### config.mk
export PLATFORM = sky130hd
export DESIGN_NAME = cic_divider
export DESIGN_NICKNAME = d
export VERILOG_FILES = /design/src/rtl/cic_pkg.sv /design/src/rtl/cic_divider.sv
export SDC_FILE = /design/constraint.sdc
export NUM_CORES = 1
export LEC_CHECK = 0
export ABC_CLOCK_PERIOD_IN_PS = 5100
export BUFFER_PORTS_ARGS = -buffer_cell sky130_fd_sc_hd__buf_2
export CORE_MARGIN = 4
export CORE_UTILIZATION = 25
export DETAILED_ROUTE_END_ITERATION = 10
export PLACE_DENSITY = 0.42
export SLEW_MARGIN = 20
export SYNTH_ARGS = -nofsm -noshare
export SYNTH_HDL_FRONTEND = slang
export SYNTH_SLANG_ARGS = --single-unit
### constraint.sdc
create_clock -name i_clk -period 5.1 [get_ports i_clk]
set_input_delay 0.765 -clock i_clk [delete_from_list [all_inputs] [get_ports i_clk]]
set_output_delay 0.765 -clock i_clk [all_outputs]
set_load 0.02 [all_outputs]
### src/rtl/cic_pkg.sv
// ----------------------------------------------------------------------------
// cic_pkg
// shared constants and types for the column information content unit
// ----------------------------------------------------------------------------
package cic_pkg;

    localparam int MAX_LETTERS_DEF = 32;
    localparam int COUNT_WIDTH_DEF = 16;
    localparam int FRAC_BITS_DEF   = 16;

    localparam int LETTER_W = 8;
    localparam int ALPHA_W  = 6;
    localparam int DIVR_W   = 16;
    localparam int TOTAL_W  = 21;
    localparam int ENT_W    = 32;
    localparam int CFG_W    = 16;
    localparam int CFG_IDX_W = 2;
    localparam int KCONST_W = 32;

    localparam logic [ALPHA_W-1:0]  ALPHA_RESET = ALPHA_W'(20);
    localparam logic [DIVR_W-1:0]   DIVR_RESET  = DIVR_W'(1);
    localparam logic [KCONST_W-1:0] ERR_K       = 32'd3098164009;

    localparam logic [CFG_IDX_W-1:0] REG_ALPHABET = 2'd0;
    localparam logic [CFG_IDX_W-1:0] REG_DIVISOR  = 2'd1;
    localparam logic [CFG_IDX_W-1:0] REG_CORRECT  = 2'd2;

    typedef struct packed {
        logic insert;
        logic shift;
    } t_sort_ctl;

endpackage

### src/rtl/cic_divider.sv
// ----------------------------------------------------------------------------
// cic_divider
// restoring divider, one quotient bit per cycle
// ----------------------------------------------------------------------------
module cic_divider import cic_pkg::*; #(
    parameter int NW = 38,
    parameter int DW = 21
) (
    input  logic          i_clk,
    input  logic          i_rst_n,
    input  logic          i_start,
    input  logic [NW-1:0] i_num,
    input  logic [DW-1:0] i_den,
    output logic          o_done,
    output logic [NW-1:0] o_quot
);
    localparam int CNT_W = $clog2(NW);

    logic [NW-1:0]    r_q;
    logic [DW:0]      r_r;
    logic [DW-1:0]    r_d;
    logic [CNT_W-1:0] r_cnt;
    logic             r_busy;
    logic             r_done;
    logic [DW:0]      n_r2;
    logic             n_ge;

    assign n_r2 = {r_r[DW-1:0], r_q[NW-1]};
    assign n_ge = n_r2 >= {1'b0, r_d};

    always_ff @(posedge i_clk) begin
        if (!i_rst_n) begin
            r_busy <= 1'b0;
            r_done <= 1'b0;
            r_cnt  <= '0;
        end else begin
            r_done <= 1'b0;
            if (i_start) begin
                r_busy <= 1'b1;
                r_cnt  <= '0;
            end else if (r_busy) begin
                r_cnt <= r_cnt + 1'b1;
                if (r_cnt == CNT_W'(NW - 1)) begin
                    r_busy <= 1'b0;
                    r_done <= 1'b1;
                end
            end
        end
    end

    always_ff @(posedge i_clk) begin
        if (i_start) begin
            r_q <= i_num;
            r_r <= '0;
            r_d <= i_den;
        end else if (r_busy) begin
            r_r <= n_ge ? (n_r2 - {1'b0, r_d}) : n_r2;
            r_q <= {r_q[NW-2:0], n_ge};
        end
    end

    assign o_done = r_done;
    assign o_quot = r_q;
endmodule

# ---- Word level (Yosys, flattened, before mapping)
# Index checks and enable logic that the tools add are counted.
dict set report classes {
  n_addsub 2
  n_mul 0
  div_mod_pow 0
  magnitude_cmp 1
  eq_ne 1
  shift 0
  mux 7
  bitwise 2
  reduce_logical 3
}
# op count
set ops {}
lappend ops {{$mux 38} 2}
lappend ops {{$ge 22x21->1} 1}
lappend ops {{$mux 21} 1}
lappend ops {{$sub 21x21->21} 1}
lappend ops {{$add 6x1->6 const B} 1}
lappend ops {{$eq 6x6->1 const B} 1}
lappend ops {{$mux 1} 4}
lappend ops {{$reduce_or 3->1} 1}
lappend ops {{$not 1->1} 2}
lappend ops {{$reduce_bool 2->1} 1}
lappend ops {{$reduce_or 2->1} 1}
dict set report totals {
  register_bits 88
  latchBits 0
  ram_bits 0
  rom_bits 0
  in_bits 62
  output_inout_bits 39
  word_cells 22
  mem_count 0
}

# ---- Logic depth before layout (Yosys ltp)
dict set report logic_depth {
  word_depth 4
  ltp_mapped 13
  ltp_nobuf 11
}

# ---- Worst setup path after synthesis
# OpenSTA, ideal clock, no wires.
dict set report synth_timing {
  kind {reg2reg}
  from {register r_q[37] (netlist: o_quot[37])}
  to {register r_r[18]}
  setup_time_ps 116
  arrival_ps 2792
  t_required_ps 4984
  setup_slack_ps 2192
  stages_incl_launch_ff 12
  path_buffers 0
  synth_period_minus_slack_ps 2908
  cell_sequence {edfxtp_1 inv_1 ha_1 inv_1 fa_1 a21o_1 a221o_2 a21o_1 a221o_1 a31oi_1 xnor2_1 a31o_1}
}
dict set report synth_between {
  elab_chain_len 2
}
# element line_no
set synth_rtl {}
lappend synth_rtl {{from (decl)} cic_divider.sv:19} ;# logic [NW-1:0] r_q;
lappend synth_rtl {{from (signal assigned)} cic_divider.sv:53} ;# r_q <= i_num;
lappend synth_rtl {{from (signal assigned)} cic_divider.sv:58} ;# r_q <= {r_q[NW-2:0], n_ge};
lappend synth_rtl {{$sub 21x21->21 or $ge 22x21->1 (tied branches)} {cic_divider.sv:57, cic_divider.sv:29}}
lappend synth_rtl {{$mux 21 (*)} cic_divider.sv:57} ;# r_r <= n_ge ? (n_r2 - {1'b0, r_d}) : n_r2;
lappend synth_rtl {{to (signal assigned)} cic_divider.sv:57}
lappend synth_rtl {{to (decl)} cic_divider.sv:20} ;# logic [DW:0] r_r;
# Mark *: on every way between the ends. The rest lies on a longest branch, timed or not.
# A chain may end at the register's enable or synchronous reset.

# ---- Final worst setup path
dict set report layout_timing {
  from {register r_q[37] (netlist: o_quot[37])}
  to {register r_r[0]}
}
# The elaborated chain is that of the path after synthesis.

==> flow_summary.yaml <==
run_status:
  run_status: "finished, final reports clean"
clocking:
  tritoncts_clock_tree: "yes"
  post_cts_setup_repair_bufs: 0
  ctsHtreeMaxLevel: 3
  clkLatencyLatePin_ns: 0.35
  cts.root.buffer_cell: "clkbuf_16"
  max-clock-path-buffers: 2
  cts-hold-fix-buffers: 0
  cts_resized: 0
  tritoncts.num_buffers: 9
  cts.reportedPaths.clkPinSlew_ns: 0.07
  numClockSinks: 88
final_layout:
  area_growth_syn_to_layout_pct: 20.86
  layout.cells.most_common_list: "99 x buf_2, 59 x edfxtp_1, 38 x mux2_2"
  finish.utilization_pct: 31.12
  drive_gt1_share_pct: 31.78
  net_count_reported_at_finish: 597
  n_antenna_cell: 0
  final_common_cell: "buf_2"
die:
  dieArea_um2: 20940
  boundary_pins: 101
  floorplan.die.width_um: 144.7
  initial_core_util_pct: 25.74
  rows: 49
  die_height_um: 144.7
  design.core.area_um2: 18150
timing:
  rsz0062_at_grt: "false"
  report.final.slew_viol_count: 0
  max_slew_margin_pct: 43.92
  finalClockSkew_ns: 0.01021
  period_minus_slack_ns: 3.149
  final_hold_viol_count: 0
  fin_setup_tns_ns: 0
  maximum_clock_rate_ghz: 0.3176
  report.final.setup_viol: 0
  timing_worst_slew_pin_value_ns: 0.8341
  layout_worst_path_cycle_share_pct: 61.75
drt:
  dr.first_iter.drc_count: 162
  drt_drc_violations_left: 0
  vias: 3441
  antenna_left: 0
  routed_wirelength_um: 11280
  drt_pass1_iterations: 4
  routedWlPerCell_um: 15.14
  detail_route.vias_per_cell: 4.619
synth:
  ys_ff_latch: 88
  synth.avg_cell_area_um2: 11.28
  synth.mux.area_fraction_pct: 11.97
  async_flop_share_pct: 0
  yosys.cell_types.count: 58
  synth-edff-count: 59
  sequential_area_share_after_synthesis_pct: 50.35
  ys.warnings.count: 0
  synthXorXnorAreaFrac_pct: 3.749
  syn_inst: 414
  synth_adder_area_share_pct: 6.588
  synth_simple_gate_area_share_pct: 9.561
  mappedNetlistArea_um2: 4672
  synth_top_cell_area_share_pct: 37.92
  synth_ff_type: "edfxtp_1"
  synth.net_count: 500
  synth_top_family_by_area: "compound AO/OA/AOI/OAI gates"
  synth_compound_area_share_pct: 13.10
  netlist.top_cell.by_area: "edfxtp_1"
  cell_types_occupying_the_most_area_after_synthesis: "edfxtp_1 38%, dfxtp_1 12%, mux2_2 9.2%"
pwr:
  cellLeakagePower_uw: 0.002285
  totalPowerFinal_uw: 1828
  power_per_cell_area_nw_per_um2: 323.7
  peakVddDrop_uv: 151.9
grt:
  total_global_routing_overflow: 0
  number_of_global_route_vias_before_repair: 3629
  grt_first_pass_wirelength_um: 18680
  antenna_found_initial: 0
  grt.total_usage_pct: 11.43
  grt_start_max_net_pins: 45
setup_path:
  worstSetupPathType: "reg2reg"
  crit_fanout: 23
  worstSetupEndpointType: "flop"
  data_required_time_of_the_critical_path_ns: 5.37
  critical_path.max_stage_delay_ns: 0.74
  startpoint_type: "flop"
  cp.arrival_ns: 3.42
  critical_path.slowest_cell: "or3_2"
  crit_path_cell_trace: "inv_1 > ha_1 > inv_1 > fa_1 > a21o_1 > o21ai_0 > a21o_1 > a21oi_1 > or3_2 > mux2_1 > a211oi_2"
place:
  dp_hpwl_um: 8252
  io_buffers: 100
  place.gp.congestion: 0.8597
min_path:
  hold_class: "reg2reg"
run:
  max_cap_viol_count: 0
==> report_power, final <==
group | switching (uW) | internal (uW) | total [uW] | leakage, uW
registers | 32.1 | 828 | 860 | 0.000825
logic | 198 | 145 | 343 | 0.00133
clock network | 291 | 334 | 625 | 0.000131
total | 521 | 1310 | 1830 | 0.00229
==> kinds of logic after synthesis <==
logic type | after synthesis
simple gates | 93
mux | 51
compound gates | 92
xor+xnor | 20
flops | 88
buf+inv | 46
fa+ha+maj | 24
==> Yosys cell counts (all sizes together), types with 3 or more instances <==
| library cell | number |
|---|---|
| nand2 | 25 |
| nor3 | 4 |
| nand4 | 3 |
| o21bai | 3 |
| ha | 23 |
| xor2 | 13 |
| dfxtp | 29 |
| nor2b | 4 |
| clkbuf | 8 |
| edfxtp | 59 |
| xnor2 | 7 |
| a21o | 5 |
| nor2 | 29 |
| a31oi | 4 |
| a21oi | 22 |
| inv | 29 |
| mux2i | 12 |
| buf | 9 |
| and4 | 3 |
| nand3 | 9 |
| mux2 | 39 |
| o21ai | 21 |
| and3 | 5 |
| a211oi | 16 |
==> worst paths after layout <==
check / depth (start not counted) / endpoint / startpoint / slack (ns)
min: 2 / o_done$_SDFF_PP0_ / r_cnt[5]$_SDFFE_PP0P_ / 0.48
max reg2reg: 11 / r_r[0]$_SDFFE_PP0P_ / o_quot[37]$_DFFE_PP_ / 1.95
min reg2reg: 2 / o_done$_SDFF_PP0_ / r_cnt[5]$_SDFFE_PP0P_ / 0.48
max: 11 / r_r[0]$_SDFFE_PP0P_ / o_quot[37]$_DFFE_PP_ / 1.95
==> routing by layer <==
metal	vias to the layer above	wire (um)	global-route usage, %
li1	1729	-	-
met1	1595	5003	14.08
met2	103	5321	18.31
met3	14	780	4.371
met4	0	178	4.075
met5	-	0	0
==> worst max-delay path: cells and delay by family, from the launching register on <==
family,cells,cell delay [ns]
flops,1,0.38
buf+inv,2,0.13
fa+ha+maj,2,0.56
simple gates,1,0.74
mux,1,0.43
compound gates,5,0.81
==> sequential cells by signal, indices dropped and copies added (netlist names) <==
name,cells
o_done,1
o_quot,38
r_busy,1
r_cnt,6
r_d,21
r_r,21
==> through the flow <==
stage / area, um2 / hold slack (ns) / setup WS, ns / instances
after floorplan: 4672 / 0.4428 / 2.192 / 414
after global placement: 5374 / 0.4760 / 1.845 / 729
after detailed placement: 5374 / 0.4713 / 1.785 / 729
after CTS: 5645 / 0.4810 / 1.769 / 745
after global routing: 5647 / 0.5048 / 1.711 / 745
final: 5647 / 0.4753 / 1.951 / 745
==> area by class of cell <==
| type | count | area [um2] |
|---|---|---|
| Clock inverter | 5 | 38.79 |
| Timing Repair Buffer | 103 | 525.5 |
| Inverter | 29 | 108.9 |
| Multi-Input combinational cell | 280 | 2102 |
| Clock buffer | 11 | 232.7 |
| Sequential cell | 88 | 2352 |
| Fill cell | 1889 | 12500 |
| Tap cell | 229 | 286.5 |
Note: power is estimated with default switching activity, not from simulation.
