[config.mk]
export PLATFORM = sky130hd
export DESIGN_NAME = cic_sorter
export DESIGN_NICKNAME = d
export VERILOG_FILES = /design/src/rtl/cic_pkg.sv /design/src/rtl/cic_cell.sv /design/src/rtl/cic_sorter.sv
export SDC_FILE = /design/constraint.sdc
export NUM_CORES = 2
export LEC_CHECK = 0
export CAP_MARGIN = 20
export CORE_AREA = 5 5 450 452
export DETAILED_ROUTE_END_ITERATION = 16
export DIE_AREA = 0 0 455 457
export DONT_BUFFER_PORTS = 1
export MAX_ROUTING_LAYER = met4
export SKIP_CTS_REPAIR_TIMING = 1
export SYNTH_ARGS = -nofsm -noshare
export SYNTH_HDL_FRONTEND = slang
export SYNTH_HIERARCHICAL = 1
export SYNTH_SLANG_ARGS = --single-unit
[constraint.sdc]
create_clock -name i_clk -period 5.9 [get_ports i_clk]
set_clock_uncertainty 0.15 [all_clocks]
set_input_delay 0.59 -clock i_clk [delete_from_list [all_inputs] [get_ports i_clk]]
set_output_delay 0.59 -clock i_clk [all_outputs]
set_load 0.1 [all_outputs]
[src/rtl/cic_pkg.sv]
// ----------------------------------------------------------------------------
// cic_pkg
// shared constants and types for the column information content unit
// ----------------------------------------------------------------------------
package cic_pkg;

    localparam int MAX_LETTERS_DEF = 32;
    localparam int COUNT_WIDTH_DEF = 16;
    localparam int FRAC_BITS_DEF   = 16;

    localparam int LETTER_W = 8;
    localparam int ALPHA_W  = 6;
    localparam int DIVR_W   = 16;
    localparam int TOTAL_W  = 21;
    localparam int ENT_W    = 32;
    localparam int CFG_W    = 16;
    localparam int CFG_IDX_W = 2;
    localparam int KCONST_W = 32;

    localparam logic [ALPHA_W-1:0]  ALPHA_RESET = ALPHA_W'(20);
    localparam logic [DIVR_W-1:0]   DIVR_RESET  = DIVR_W'(1);
    localparam logic [KCONST_W-1:0] ERR_K       = 32'd3098164009;

    localparam logic [CFG_IDX_W-1:0] REG_ALPHABET = 2'd0;
    localparam logic [CFG_IDX_W-1:0] REG_DIVISOR  = 2'd1;
    localparam logic [CFG_IDX_W-1:0] REG_CORRECT  = 2'd2;

    typedef struct packed {
        logic insert;
        logic shift;
    } t_sort_ctl;

endpackage

[src/rtl/cic_cell.sv]
// ----------------------------------------------------------------------------
// cic_cell
// one cell of the insertion sort chain, holds one entry
// ----------------------------------------------------------------------------
module cic_cell import cic_pkg::*; #(
    parameter int EW = 44,
    parameter int IW = 19
) (
    input  logic          i_clk,
    input  logic          i_rst_n,
    input  t_sort_ctl     i_ctl,
    input  logic [EW-1:0] i_new,
    input  logic          i_prev_keep,
    input  logic          i_prev_valid,
    input  logic [EW-1:0] i_prev,
    input  logic          i_next_valid,
    input  logic [EW-1:0] i_next,
    output logic          o_valid,
    output logic [EW-1:0] o_entry,
    output logic          o_keep
);
    logic          r_valid;
    logic [EW-1:0] r_entry;

    // equal keys stay in front of the newcomer
    assign o_keep = r_valid && (r_entry[EW-1 -: IW] <= i_new[EW-1 -: IW]);

    always_ff @(posedge i_clk) begin
        if (!i_rst_n) begin
            r_valid <= 1'b0;
        end else if (i_ctl.insert && !o_keep) begin
            r_valid <= i_prev_keep ? 1'b1 : i_prev_valid;
        end else if (i_ctl.shift) begin
            r_valid <= i_next_valid;
        end
    end

    always_ff @(posedge i_clk) begin
        if (i_ctl.insert && !o_keep) begin
            r_entry <= i_prev_keep ? i_new : i_prev;
        end else if (i_ctl.shift) begin
            r_entry <= i_next;
        end
    end

    assign o_valid = r_valid;
    assign o_entry = r_entry;
endmodule

[src/rtl/cic_sorter.sv]
// ----------------------------------------------------------------------------
// cic_sorter
// chain of sort cells, ascending by key, drained from the head
// ----------------------------------------------------------------------------
module cic_sorter import cic_pkg::*; #(
    parameter int DEPTH = 32,
    parameter int EW    = 44,
    parameter int IW    = 19
) (
    input  logic          i_clk,
    input  logic          i_rst_n,
    input  t_sort_ctl     i_ctl,
    input  logic [EW-1:0] i_new,
    output logic          o_head_valid,
    output logic [EW-1:0] o_head
);
    logic          w_valid [DEPTH];
    logic [EW-1:0] w_entry [DEPTH];
    logic          w_keep  [DEPTH];

    for (genvar g = 0; g < DEPTH; g++) begin : g_cell
        logic          w_pkeep;
        logic          w_pvalid;
        logic [EW-1:0] w_prev;
        logic          w_nvalid;
        logic [EW-1:0] w_next;

        if (g == 0) begin : g_first
            assign w_pkeep  = 1'b1;
            assign w_pvalid = 1'b0;
            assign w_prev   = '0;
        end else begin : g_mid
            assign w_pkeep  = w_keep[g-1];
            assign w_pvalid = w_valid[g-1];
            assign w_prev   = w_entry[g-1];
        end
        if (g == DEPTH - 1) begin : g_last
            assign w_nvalid = 1'b0;
            assign w_next   = '0;
        end else begin : g_body
            assign w_nvalid = w_valid[g+1];
            assign w_next   = w_entry[g+1];
        end

        cic_cell #(.EW(EW), .IW(IW)) u_cell (
            .i_clk        (i_clk),
            .i_rst_n      (i_rst_n),
            .i_ctl        (i_ctl),
            .i_new        (i_new),
            .i_prev_keep  (w_pkeep),
            .i_prev_valid (w_pvalid),
            .i_prev       (w_prev),
            .i_next_valid (w_nvalid),
            .i_next       (w_next),
            .o_valid      (w_valid[g]),
            .o_entry      (w_entry[g]),
            .o_keep       (w_keep[g])
        );
    end

    assign o_head_valid = w_valid[0];
    assign o_head       = w_entry[0];
endmodule

* Yosys cells after proc, flatten, opt, wreduce, memory -nomap -nowiden
Cells that the tools add are included.
Operators by class: magnitude comparators 32, muxes and demuxes 190, reduce and logical (&&, ||, !) cells 128
Operators with widths (count):
- 44-bit 2-to-1 mux | 95
- 19-bit <= comparator | 32
- 1-bit 2-to-1 mux | 95
- 1-bit logical AND | 64
- 2-bit nonzero test | 32
- 1-bit zero test | 32
Word-level totals: register bits 1440, input port bits 48, output and inout port bits 45, word-level logic and storage cells 414

* Longest topological paths before layout
depth in word-level cells 5, gate-level depth with buffers 11, gate-level depth less buffers 9

* Cells and area by module
The synthesis kept the hierarchy.
Modules (own cells, without submodules):
- cic_cell at g_cell[0].u_cell ... | instances 19, cells each 221, area each 3144.3 µm², sequential area each 1341.3 µm²
- cic_cell at g_cell[27].u_cell ... | instances 13, cells each 280, area each 2952.8 µm², sequential area each 1341.3 µm²
- cic_sorter | instances 1, cells each 2, area each 7.5 µm², sequential area each 0.0 µm²

* Worst setup path before layout
OpenSTA, ideal clock, no wires.
path kind register to register, start point reg g_cell[0].u_cell.r_entry[41], end point reg g_cell[1].u_cell.r_entry[26], data pin, setup time 0.260 ns, arrival time 3.499 ns, data required time 5.490 ns, slack 1.991 ns, stages on the path, launching flop included 11, buffers on the path 2, period minus slack after synthesis 3.909 ns, cell sequence edfxtp_1 > ha_1 > a21o_1 > a21o_2 > a22oi_1 > nand3_1 > a21oi_1 > clkbuf_1 > clkbuf_1 > mux2_2 > mux2_4
On the way: longest elaborated chain between the ends 4
Ends and longest elaborated chain:
- from (decl) | line cic_cell.sv:23 | logic [EW-1:0] r_entry;
- from (signal assigned) | line cic_cell.sv:40 | r_entry <= i_prev_keep ? i_new : i_prev;
- from (signal assigned) | line cic_cell.sv:42 | r_entry <= i_next;
- 19-bit <= comparator | line cic_cell.sv:26 | assign o_keep = r_valid && (r_entry[EW-1 -: IW] <= i_new[EW-1 -: IW]);
- 1-bit logical AND | line cic_cell.sv:26
- via g_cell[1].w_pkeep | line cic_sorter.sv:22 | logic w_pkeep;
- 44-bit 2-to-1 mux | line cic_cell.sv:40
- 44-bit 2-to-1 mux | line cic_cell.sv:39 | if (i_ctl.insert && !o_keep) begin
- to (signal assigned) | line cic_cell.sv:40
- to (signal assigned) | line cic_cell.sv:42
- to (decl) | line cic_cell.sv:23
The timed path passes the listed nets, and every way through them passes these cells. A chain may end at the register's enable or synchronous reset.

* Worst setup path in the final report
start point reg g_cell[0].u_cell.r_entry[41], end point reg g_cell[1].u_cell.r_entry[7], data pin
Same word-level chain as after synthesis.

==> flow_summary_export.csv <==
group,metric,value,unit
worst_setup_path,path_max_fanout,32,
sta,rsz0062_at_grt,"false",
detailed_routing,first_iter_violations,7300,
run,cap_violations,0,
detailed_routing,finalWirelength,325,mm
cts,htree_levels,4,
detailed_routing,wl_per_cell,30.5,um
global_route,grt_usage,0.277,
die,fp.dieW,455,um
placed_design,dpl_cell_area,100000,um2
sta,slew_headroom,0.128,
synthesis,postSynthCellCount,7839,
die,rows,164,
pwr,clkPwrFrac,0.250,
sta,setup_violations,0,
die,initial_core_util,0.495,
global_route,antenna_found_initial,24,
pwr,pwr-share-seq,0.450,
min_path,hold_path_class,"input port to flop",
detailed_routing,ant_nets,0,
worst_setup_path,cp.required,6330,ps
synthesis,syn-cell-area,98100,um2
global_route,grt_pass1_wl,431,mm
die,die_y,457,um
worst_setup_path,path_delay_family,"compound AO/OA/AOI/OAI gates",
cts,clk_pin_slew,60,ps
cells_and_area,nets,8501,
cells_and_area,stdcell_area,107000,um2
detailed_routing,dr.pass1.iters,6,
sta,slew_viol_final,0,
die,die-area,208000,um2
die,coreArea,198000,um2
cells_and_area,fill_cells,16700,
cells_and_area,drive_gt1_frac,0.281,
cts,clk-insertion-delay-late,830,ps
sta,min_period,4370,ps
sta,holdWs,-40.6,ps
synthesis,avgSynthCellArea,12.5,um2
pwr,comb_power_share,0.300,
worst_setup_path,arrival,4800,ps
placed_design,place_hpwl,194,mm
pwr,power_density,377,nW/um2
detailed_routing,drt-vias-per-instance,6.41,
sta,period_share,0.741,
sta,worstMarginPinSlew,1300,ps
worst_setup_path,setup.worst_path.start_class,"flop",
sta,fin_setup_tns,0,ps
global_route,grt_max_degree,97,
worst_setup_path,max_stage_delay,1000,ps
worst_setup_path,path_cells,"ha_1 > a21o_1 > a21o_2 > a22oi_1 > nand3_1 > a21oi_4 > buf_12 > mux2_2 > mux2_4",
worst_setup_path,critPathKind,"flop to flop",
status,status,"finished with violations",
worst_setup_path,cp_num_buf_inv,1,
worst_setup_path,end_kind,"flop",
cts,cts_sinks,1440,
cts,cts_tree,"yes",
placed_design,gp_congestion,0.867,
cts,cts_buffers,168,
status,failed_checks,"negative hold slack",
global_route,overflow,0,
cts,cts_root_buf,"clkbuf_16",
detailed_routing,via_count,68300,
pwr,p_leak,41.0,nW
detailed_routing,remaining_drc_errors,0,
sta,finalHoldViolCount,10,
placed_design,portBuffers,0,
cts,clock_path_buffers,3,
synthesis,yosysWarnings,6,
die,ios,93,
global_route,grt_pass1_vias,66900,
worst_setup_path,critical-path-slowest-cell,"edfxtp_1",
pwr,switching_power,13.1,mW
cells_and_area,syn_to_final_growth,8.91,%
pwr,p_int,27.2,mW
sta,fmax,229,MHz
pwr,switching_share,0.325,
pwr,vdd_drop_max,0.259,mV
routing by layer:
metal	vias to the layer above	wire, um	global-route usage	share of wire
met4	0	13000	0.0815	0.040
met2	2932	147000	0.433	0.45
met3	564	29000	0.0466	0.089
met1	34800	136000	0.372	0.42
met5	-	0	-	0
li1	30000	-	-	-
path summary, 6_finish.rpt:
path	startpoint	endpoint	slack [ps]	cells after the start
setup / recovery	g_cell[0].u_cell/o_entry[41]$_DFFE_PP_	g_cell[1].u_cell/o_entry[7]$_DFFE_PP_	1530	9
hold / removal	i_new[5]	g_cell[5].u_cell/o_entry[5]$_DFFE_PP_	-40	2
setup reg to reg	g_cell[0].u_cell/o_entry[41]$_DFFE_PP_	g_cell[1].u_cell/o_entry[7]$_DFFE_PP_	1530	9
hold reg to reg	g_cell[15].u_cell/o_entry[9]$_DFFE_PP_	g_cell[14].u_cell/o_entry[9]$_DFFE_PP_	420	1
state kept, by name (all words and copies together) (netlist names):
name,cells
g_cell.u_cell/o_valid,32
g_cell.u_cell/o_entry,1408
metrics by stage:
| stage | power, mW | setup slack (ps) | instances | hold WS [ps] | utilization |
|---|---|---|---|---|---|
| 3_3_place_gp | 29.4 | 1570 | 10200 | 407 | 0.505 |
| 4_1_cts | 39.9 | 1610 | 10500 | -274 | 0.531 |
| 3_5_place_dp | 29.8 | 1570 | 10200 | 413 | 0.505 |
| 5_1_grt | 41.9 | 1480 | 10700 | -9.46 | 0.538 |
| 6_report | 40.3 | 1530 | 10700 | -40.6 | 0.539 |
| 2_1_floorplan | 26.2 | 1990 | 7928 | 387 | - |
cells in the final DEF, fill, tap and decap left out, types with 19 or more instances in the layout:
cell / count
edfxtp_1: 1408
mux2_2: 950
a21oi_1: 803
mux2_4: 722
inv_1: 659
ha_1: 608
mux2i_1: 604
a31oi_1: 572
nand2_1: 186
clkbuf_16: 172
o21ai_0: 135
buf_4: 109
conb_1: 91
nand4_1: 84
dlygate4sd3_1: 81
clkbuf_1: 64
nor3_1: 51
nand3_1: 50
o21a_1: 45
o211ai_1: 38
buf_12: 36
clkinv_1: 33
nor2b_1: 32
nor2_1: 32
dfxtp_1: 32
a21oi_4: 31
diode_2: 22
nand4_4: 19
nor4_4: 19
a21o_1: 19
a21o_2: 19
a22oi_1: 19
o21bai_1: 19
a2111oi_2: 19
and3_1: 19
and4_2: 19
a311oi_4: 19
or2_2: 19
a211oi_1: 19
nand2b_1: 19
final cells by class:
| class | count | area (um2) | share of cell area |
|---|---|---|---|
| Tap cell | 2656 | 3320 | 0.0311 |
| Clock buffer | 241 | 4610 | 0.0432 |
| Sequential cell | 1440 | 42900 | 0.402 |
| Clock inverter | 62 | 492 | 0.00460 |
| Antenna cell | 22 | 55.1 | 0.000515 |
| Timing Repair Buffer | 230 | 2460 | 0.0230 |
| Inverter | 659 | 2470 | 0.0231 |
| Multi-Input combinational cell | 5346 | 50500 | 0.473 |
worst register-to-register path: stages (launching register included):
cell	delay, ps
edfxtp_1	1000
ha_1	430
a21o_1	180
a21o_2	210
a22oi_1	340
nand3_1	200
a21oi_4	630
buf_12	320
mux2_2	410
mux2_4	260
power groups by stage:
stage	Combinational, mW	Clock [mW]	Sequential [mW]
after CTS	11.6	10.2	18.1
after detailed placement	11.6	0	18.2
final	12.1	10.1	18.1
after floorplan	9.61	0	16.6
after global routing	13.0	10.6	18.3
after global placement	11.1	0	18.2
No activity file was read; power rests on OpenSTA's default activity.
