`src/rtl/cic_pkg.sv`:
```
// ----------------------------------------------------------------------------
// cic_pkg
// shared constants and types for the column information content unit
// ----------------------------------------------------------------------------
package cic_pkg;

    localparam int MAX_LETTERS_DEF = 32;
    localparam int COUNT_WIDTH_DEF = 16;
    localparam int FRAC_BITS_DEF   = 16;

    localparam int LETTER_W = 8;
    localparam int ALPHA_W  = 6;
    localparam int DIVR_W   = 16;
    localparam int TOTAL_W  = 21;
    localparam int ENT_W    = 32;
    localparam int CFG_W    = 16;
    localparam int CFG_IDX_W = 2;
    localparam int KCONST_W = 32;

    localparam logic [ALPHA_W-1:0]  ALPHA_RESET = ALPHA_W'(20);
    localparam logic [DIVR_W-1:0]   DIVR_RESET  = DIVR_W'(1);
    localparam logic [KCONST_W-1:0] ERR_K       = 32'd3098164009;

    localparam logic [CFG_IDX_W-1:0] REG_ALPHABET = 2'd0;
    localparam logic [CFG_IDX_W-1:0] REG_DIVISOR  = 2'd1;
    localparam logic [CFG_IDX_W-1:0] REG_CORRECT  = 2'd2;

    typedef struct packed {
        logic insert;
        logic shift;
    } t_sort_ctl;

endpackage

```
`src/rtl/cic_log2.sv`:
```
// ----------------------------------------------------------------------------
// cic_log2
// fixed point log2 by repeated squaring, one fraction bit per cycle
// ----------------------------------------------------------------------------
module cic_log2 import cic_pkg::*; #(
    parameter int IN_W      = 17,
    parameter int FRAC_BITS = 16
) (
    input  logic                                i_clk,
    input  logic                                i_rst_n,
    input  logic                                i_start,
    input  logic [IN_W-1:0]                     i_x,
    output logic                                o_done,
    output logic [$clog2(IN_W)+FRAC_BITS-1:0]   o_result
);
    localparam int E_W   = $clog2(IN_W);
    localparam int CNT_W = $clog2(FRAC_BITS);

    logic [E_W-1:0]       n_e;
    logic [31:0]          n_norm;
    logic [63:0]          n_sq;
    logic [E_W-1:0]       r_e;
    logic [31:0]          r_m;
    logic [FRAC_BITS-1:0] r_frac;
    logic [CNT_W-1:0]     r_cnt;
    logic                 r_busy;
    logic                 r_done;

    always_comb begin
        n_e = '0;
        for (int i = 0; i < IN_W; i++) begin
            if (i_x[i]) begin
                n_e = E_W'(i);
            end
        end
        n_norm = 32'(i_x) << (5'd31 - 5'(n_e));
    end

    assign n_sq = 64'(r_m) * 64'(r_m);

    always_ff @(posedge i_clk) begin
        if (!i_rst_n) begin
            r_busy <= 1'b0;
            r_done <= 1'b0;
            r_cnt  <= '0;
        end else begin
            r_done <= 1'b0;
            if (i_start) begin
                r_busy <= 1'b1;
                r_cnt  <= '0;
            end else if (r_busy) begin
                r_cnt <= r_cnt + 1'b1;
                if (r_cnt == CNT_W'(FRAC_BITS - 1)) begin
                    r_busy <= 1'b0;
                    r_done <= 1'b1;
                end
            end
        end
    end

    always_ff @(posedge i_clk) begin
        if (i_start) begin
            r_e    <= n_e;
            r_m    <= n_norm;
            r_frac <= '0;
        end else if (r_busy) begin
            r_m    <= n_sq[63] ? n_sq[63:32] : n_sq[62:31];
            r_frac <= {r_frac[FRAC_BITS-2:0], n_sq[63]};
        end
    end

    assign o_done   = r_done;
    assign o_result = {r_e, r_frac};
endmodule

```
`config.mk`:
```
export PLATFORM = sky130hd
export DESIGN_NAME = cic_log2
export DESIGN_NICKNAME = d
export VERILOG_FILES = /design/src/rtl/cic_pkg.sv /design/src/rtl/cic_log2.sv
export SDC_FILE = /design/constraint.sdc
export NUM_CORES = 2
export LEC_CHECK = 0
export BUFFER_PORTS_ARGS = -buffer_cell sky130_fd_sc_hd__buf_2
export CELL_PAD_IN_SITES_DETAIL_PLACEMENT = 0
export CELL_PAD_IN_SITES_GLOBAL_PLACEMENT = 2
export CORE_ASPECT_RATIO = 0.75
export CORE_MARGIN = 2
export CORE_UTILIZATION = 30
export CTS_BUF_LIST = sky130_fd_sc_hd__clkbuf_8
export CTS_CLUSTER_DIAMETER = 80
export CTS_CLUSTER_SIZE = 14
export DETAILED_ROUTE_END_ITERATION = 8
export PLACE_DENSITY = 0.63
export SETUP_SLACK_MARGIN = 0.15
export SYNTH_ARGS = -nofsm -noshare
export SYNTH_HDL_FRONTEND = slang
export SYNTH_SLANG_ARGS = --single-unit
export TNS_END_PERCENT = 20
```
`constraint.sdc`:
```
create_clock -name i_clk -period 7.8 [get_ports i_clk]
set_input_delay 1.17 -clock i_clk [delete_from_list [all_inputs] [get_ports i_clk]]
set_output_delay 1.17 -clock i_clk [all_outputs]
set_load 0.05 [all_outputs]
```
Word level (Yosys, flattened, before mapping)
Index checks and enable logic that the tools add are counted.
{ "word_totals": {"input_bits": 20, "elab_cells": 39, "out_inout_bits": 22, "ram_bits": 0, "latch_bits": 0, "mem_bits_ro": 0, "register_bits": 59, "memories": 0} }
{ "op_classes": {"n_mul": 1, "addsub": 2, "shifts": 1, "bitwise": 2, "n_eq_ne": 1, "n_reduce_logical": 3, "div_mod_pow": 0, "mux": 23, "order_cmp": 0} }
{ "ops": {"columns": ["op", "count"], "rows": [
  ["32-bit 2-to-1 mux", 3],
  ["5-bit 2-to-1 mux", 15],
  ["32-bit by 32-bit multiplier with 64-bit output", 1],
  ["17-bit by 5-bit left shift with 32-bit output", 1],
  ["1-bit 2-to-1 mux", 5],
  ["5-bit subtractor, first input constant", 1],
  ["4-bit by 1-bit adder with 4-bit output, second input constant", 1],
  ["4-bit == test, second input constant", 1],
  ["3-bit OR reduction", 1],
  ["1-bit NOT", 2],
  ["2-bit nonzero test", 1],
  ["2-bit OR reduction", 1]
]} }

Depth between registers and ports, before layout
{ "depth": {"word_depth": 19, "depth_mapped": 31, "ltp_nobuf": 27} }

Worst setup path before layout
Ideal clock, no wire load.
{ "synth_timing": {"path_type": "reg2reg", "startpoint": "reg r_m[14]", "endpoint": "reg r_m[25], data pin", "arrival_time_ns": 7.602, "slack_ns": -0.063, "setup_ns": 0.261, "path_buffers": 2, "stages_incl_launch_ff": 27, "period_less_slack_ns": 7.863, "required_ns": 7.539, "cell_sequence": "edfxtp_1 clkbuf_1 clkbuf_1 nand2_1 fa_1 inv_1 fa_1 inv_1 fa_1 fa_1 inv_1 fa_1 inv_1 fa_1 inv_1 fa_1 fa_1 ha_1 nand3_1 or2_2 o311ai_1 a21oi_4 o21bai_4 a221oi_4 xnor2_2 nor2_2 a221o_1"} }
{ "synth_via": {"elab_chain_len": 4} }
{ "synth_lines": {"columns": ["item", "line", "rtl"], "rows": [
  ["start, declared", "cic_log2.sv:23", "logic [31:0] r_m;"],
  ["start signal, assigned", "cic_log2.sv:64", "r_m <= n_norm;"],
  ["start signal, assigned", "cic_log2.sv:67", "r_m <= n_sq[63] ? n_sq[63:32] : n_sq[62:31];"],
  ["32-bit by 32-bit multiplier with 64-bit output", "cic_log2.sv:39", "assign n_sq = 64'(r_m) * 64'(r_m);"],
  ["32-bit 2-to-1 mux", "cic_log2.sv:67", null],
  ["32-bit 2-to-1 mux", "cic_log2.sv:66", "end else if (r_busy) begin"],
  ["32-bit 2-to-1 mux", "cic_log2.sv:62", "if (i_start) begin"]
]} }
Every way passes these cells. The select of a mux whose other input is x is not followed.
A chain may end at the register's enable or synchronous reset.

Worst setup path in the final report
{ "layout_timing": {"startpoint": "reg r_m[15]", "endpoint": "reg r_m[14], data pin"} }
The elaborated chain is that of the path after synthesis.

==> impl_metrics.py <==
metrics = {
    "global_route": {
        "grt_pass1_vias": 26500,
        "grt_max_degree": 64,
        "grt.total_usage": 0.190,
        "gr-total-overflow": 0,
        "antenna_found_initial": 1,
        "grt_pass1_wl_um": 160000,
    },
    "clock_network": {
        "cts_root_buffer": "clkbuf_8",
        "numCtsBuffers": 9,
        "cts.path.max_buffers": 2,
        "path_clk_slew_ns": 0.09,
        "clkSinkCount": 59,
        "cts_tree": "built",
        "h-tree-depth": 3,
        "worstSkewPairLatency_ns": 0.39,
    },
    "synth": {
        "synthArstFlopShare": 0,
        "yosys-top-cells-count": "986 x inv_1, 791 x fa_1, 315 x nand2_1, 297 x ha_1, 229 x and2_1",
        "yosysSeqAreaShare": 0.0480,
        "synth_edf_count": 37,
        "yosys-top-cells-area": "fa_1 49%, ha_1 12%, inv_1 11%",
        "postSynthCellCount": 3452,
        "ys_warn_count": 0,
        "synth_top_area_cell": "fa_1",
        "synth_most_common_cell": "inv_1",
        "synth.cell_area_um2": 32300,
        "ys_ff_latch": 59,
        "synth_area_per_cell_um2": 9.36,
        "synthDominantCellAreaShare": 0.490,
        "synthDistinctLibCells": 77,
        "synth_top_flop_cell": "edfxtp_1",
        "syn_nets": 4560,
    },
    "hold_path": {
        "hold_class": "reg -> reg",
        "hold_end": "o_done",
        "hold-path-cell-count": 2,
        "hold_start": "r_cnt[3]",
    },
    "sta": {
        "min_period_ns": 8.16,
        "period_share": 1.05,
        "finClkSkew_ns": 0.0192,
        "setup_viol": 33,
        "report.final.slew_viol_count": 0,
        "relSlewSlack": 0.216,
        "fin_ws_ns": -0.365,
        "hold_violations": 0,
        "timing.fmax_ghz": 0.122,
        "rsz0062_at_grt": "true",
        "fin_hold_ws_ns": 0.481,
        "worstMarginPinSlew_ns": 1.17,
    },
    "worst_setup_path": {
        "ff2ff_setup_slack_ns": -0.36,
        "slowest_stage": "fa_2",
        "path_class": "reg -> reg",
        "cp_top_family": "adder cells",
        "reg2reg_depth": 27,
        "crit_path_max_fanout": 11,
        "critPathLaunchType": "flip-flop",
        "critPathMaxStageDelay_ns": 0.59,
        "r2r-end": "r_m[14]",
        "critPathBufInv": 8,
        "end_kind": "flip-flop",
        "required_ns": 7.98,
        "cp.arrival_ns": 8.35,
        "rr_startpoint": "r_m[15]",
    },
    "detailed_routing": {
        "wire_per_inst_um": 18.7,
        "avgViaCountPerCell": 4.38,
        "route.top_layer_used": "met4",
        "drtIter0Drc": 1251,
        "first_pass_iters": 5,
        "via_count": 23400,
        "wl_met2_um": 43500,
        "met1Wirelength_um": 52300,
        "routed_wl_um": 99700,
        "drc_errors": 0,
        "ant_nets": 0,
        "wl_met3_um": 3210,
    },
    "floorplan": {
        "die_area_um2": 110000,
        "initial_core_util": 0.302,
        "pin_count": 42,
        "dieWidth_um": 383,
        "fp.dieH_um": 288,
        "core_region_area_um2": 107000,
        "placementRows": 104,
    },
    "outcome": {
        "violations": "setup timing",
        "status": "complete, but fails checks",
    },
    "finish": {
        "drive_gt1_frac": 0.189,
        "area_delta_synth_final_pct": 21.3,
        "num-fill-cells": 11100,
        "nets": 5014,
        "fin_area_um2": 39200,
    },
    "flow_run": {
        "maxCapViolations": 0,
    },
    "placed_design": {
        "dpl_cell_area_um2": 38100,
        "dp_hpwl_um": 86600,
        "place_congestion": 0.839,
        "io_buffers": 41,
    },
}
==> worst register-to-register path: stages, from the launching register on <==
cell,delay (ns)
edfxtp_1,0.42
buf_12,0.19
buf_12,0.16
and2_1,0.21
fa_1,0.53
fa_2,0.57
inv_1,0.05
fa_2,0.48
fa_1,0.51
inv_1,0.08
fa_2,0.60
fa_1,0.44
fa_2,0.55
fa_1,0.45
ha_4,0.30
buf_4,0.12
and3_1,0.18
a31oi_1,0.11
buf_4,0.17
o41ai_4,0.34
a21oi_4,0.10
o21bai_4,0.20
a221oi_4,0.11
buf_6,0.15
xnor2_4,0.40
buf_6,0.22
nand2_1,0.07
a21oi_1,0.24
==> timing repair <==
| action | CTS | global route |
|---|---|---|
| resized for setup | 67 | 85 |
| setup endpoints to repair | 33 | 33 |
| pin swaps | 44 | 55 |
| setup buffers | 18 | 8 |
| hold buffers | 0 | 0 |
| cloned | 2 | 1 |
==> layout make-up <==
type,count,area (um2),area share
clock inverter,6,40.0,0.00102
timing repair buffer,573,4910,0.125
inverter,987,3700,0.0945
sequential,59,1550,0.0396
clock buffer,10,138,0.00351
multi-input combinational,2276,27000,0.690
antenna,1,2.50,0.0000639
tap,1431,1790,0.0457
==> metal layers <==
metal,track usage,vias to the layer above
li1,-,11200
met1,0.299,11900
met2,0.293,314
met3,0.0168,27
met4,0.0155,0
met5,0,-
==> sequential cells by signal, indices dropped and copies added, names as in the netlist <==
signal	flops
r_m	32
r_busy	1
r_e	5
r_cnt	4
r_frac	16
o_done	1
==> through the flow <==
step           worst slack (ns)  std cells  TNS, ns   util
2_1_floorplan             0.152       3452        0      -
3_3_place_gp             -0.928       5297   -19.70  0.356
3_5_place_dp             -0.870       5297   -21.64  0.356
4_1_cts                  -0.355       5333    -7.26  0.362
5_1_grt                  -0.583       5342   -16.08  0.366
6_report                 -0.365       5343    -9.20  0.366
==> layout by cell type, fill, tap and decap left out, types with 8 or more instances in the layout <==
cell type / instances
xnor2_1: 39
fa_2: 24
o21a_1: 9
a211oi_1: 12
a21oi_1: 85
a21o_1: 30
buf_12: 49
and2_4: 8
mux2i_1: 46
nand2_1: 307
buf_6: 15
edfxtp_1: 37
buf_2: 41
nor2_1: 92
a31oi_1: 12
o21bai_1: 10
nor2_2: 9
dfxtp_1: 22
inv_2: 12
o21ai_0: 34
clkbuf_8: 10
and2_1: 221
o21ai_1: 8
a31o_2: 11
nand4_1: 15
nand3_1: 19
a21oi_2: 9
buf_4: 465
fa_1: 767
xor2_1: 36
inv_1: 975
nor3_1: 14
ha_4: 11
ha_1: 284
nor2b_1: 11
==> how the worst max path moves through the flow <==
stage               to  cells after the start    start
3_3_place_gp   r_m[21]                     30  r_m[16]
2_1_floorplan  r_m[25]                     28  r_m[13]
3_5_place_dp   r_m[21]                     30  r_m[16]
4_1_cts        r_m[21]                     29   r_m[7]
5_1_grt        r_m[17]                     30  r_m[19]
6_report       r_m[14]                     27  r_m[15]
==> kinds of logic (layout without fill, tap and decap cells) <==
kind of cell / count (synthesis) / in the layout / synth area share
AO/OA/AOI/OAI: 302 / 302 / 0.0625
XOR/XNOR: 81 / 81 / 0.0228
adder cells (fa/ha/maj): 1088 / 1088 / 0.605
buffers and inverters: 1117 / 1576 / 0.132
flip-flops: 59 / 59 / 0.0480
multiplexers: 51 / 51 / 0.0160
other: 0 / 1 / 0
AND/OR/NAND/NOR: 754 / 754 / 0.113
Power is left out: the tool's default activity adds up to more than one toggle a clock period on the data nets, which glitch-free logic cannot reach.
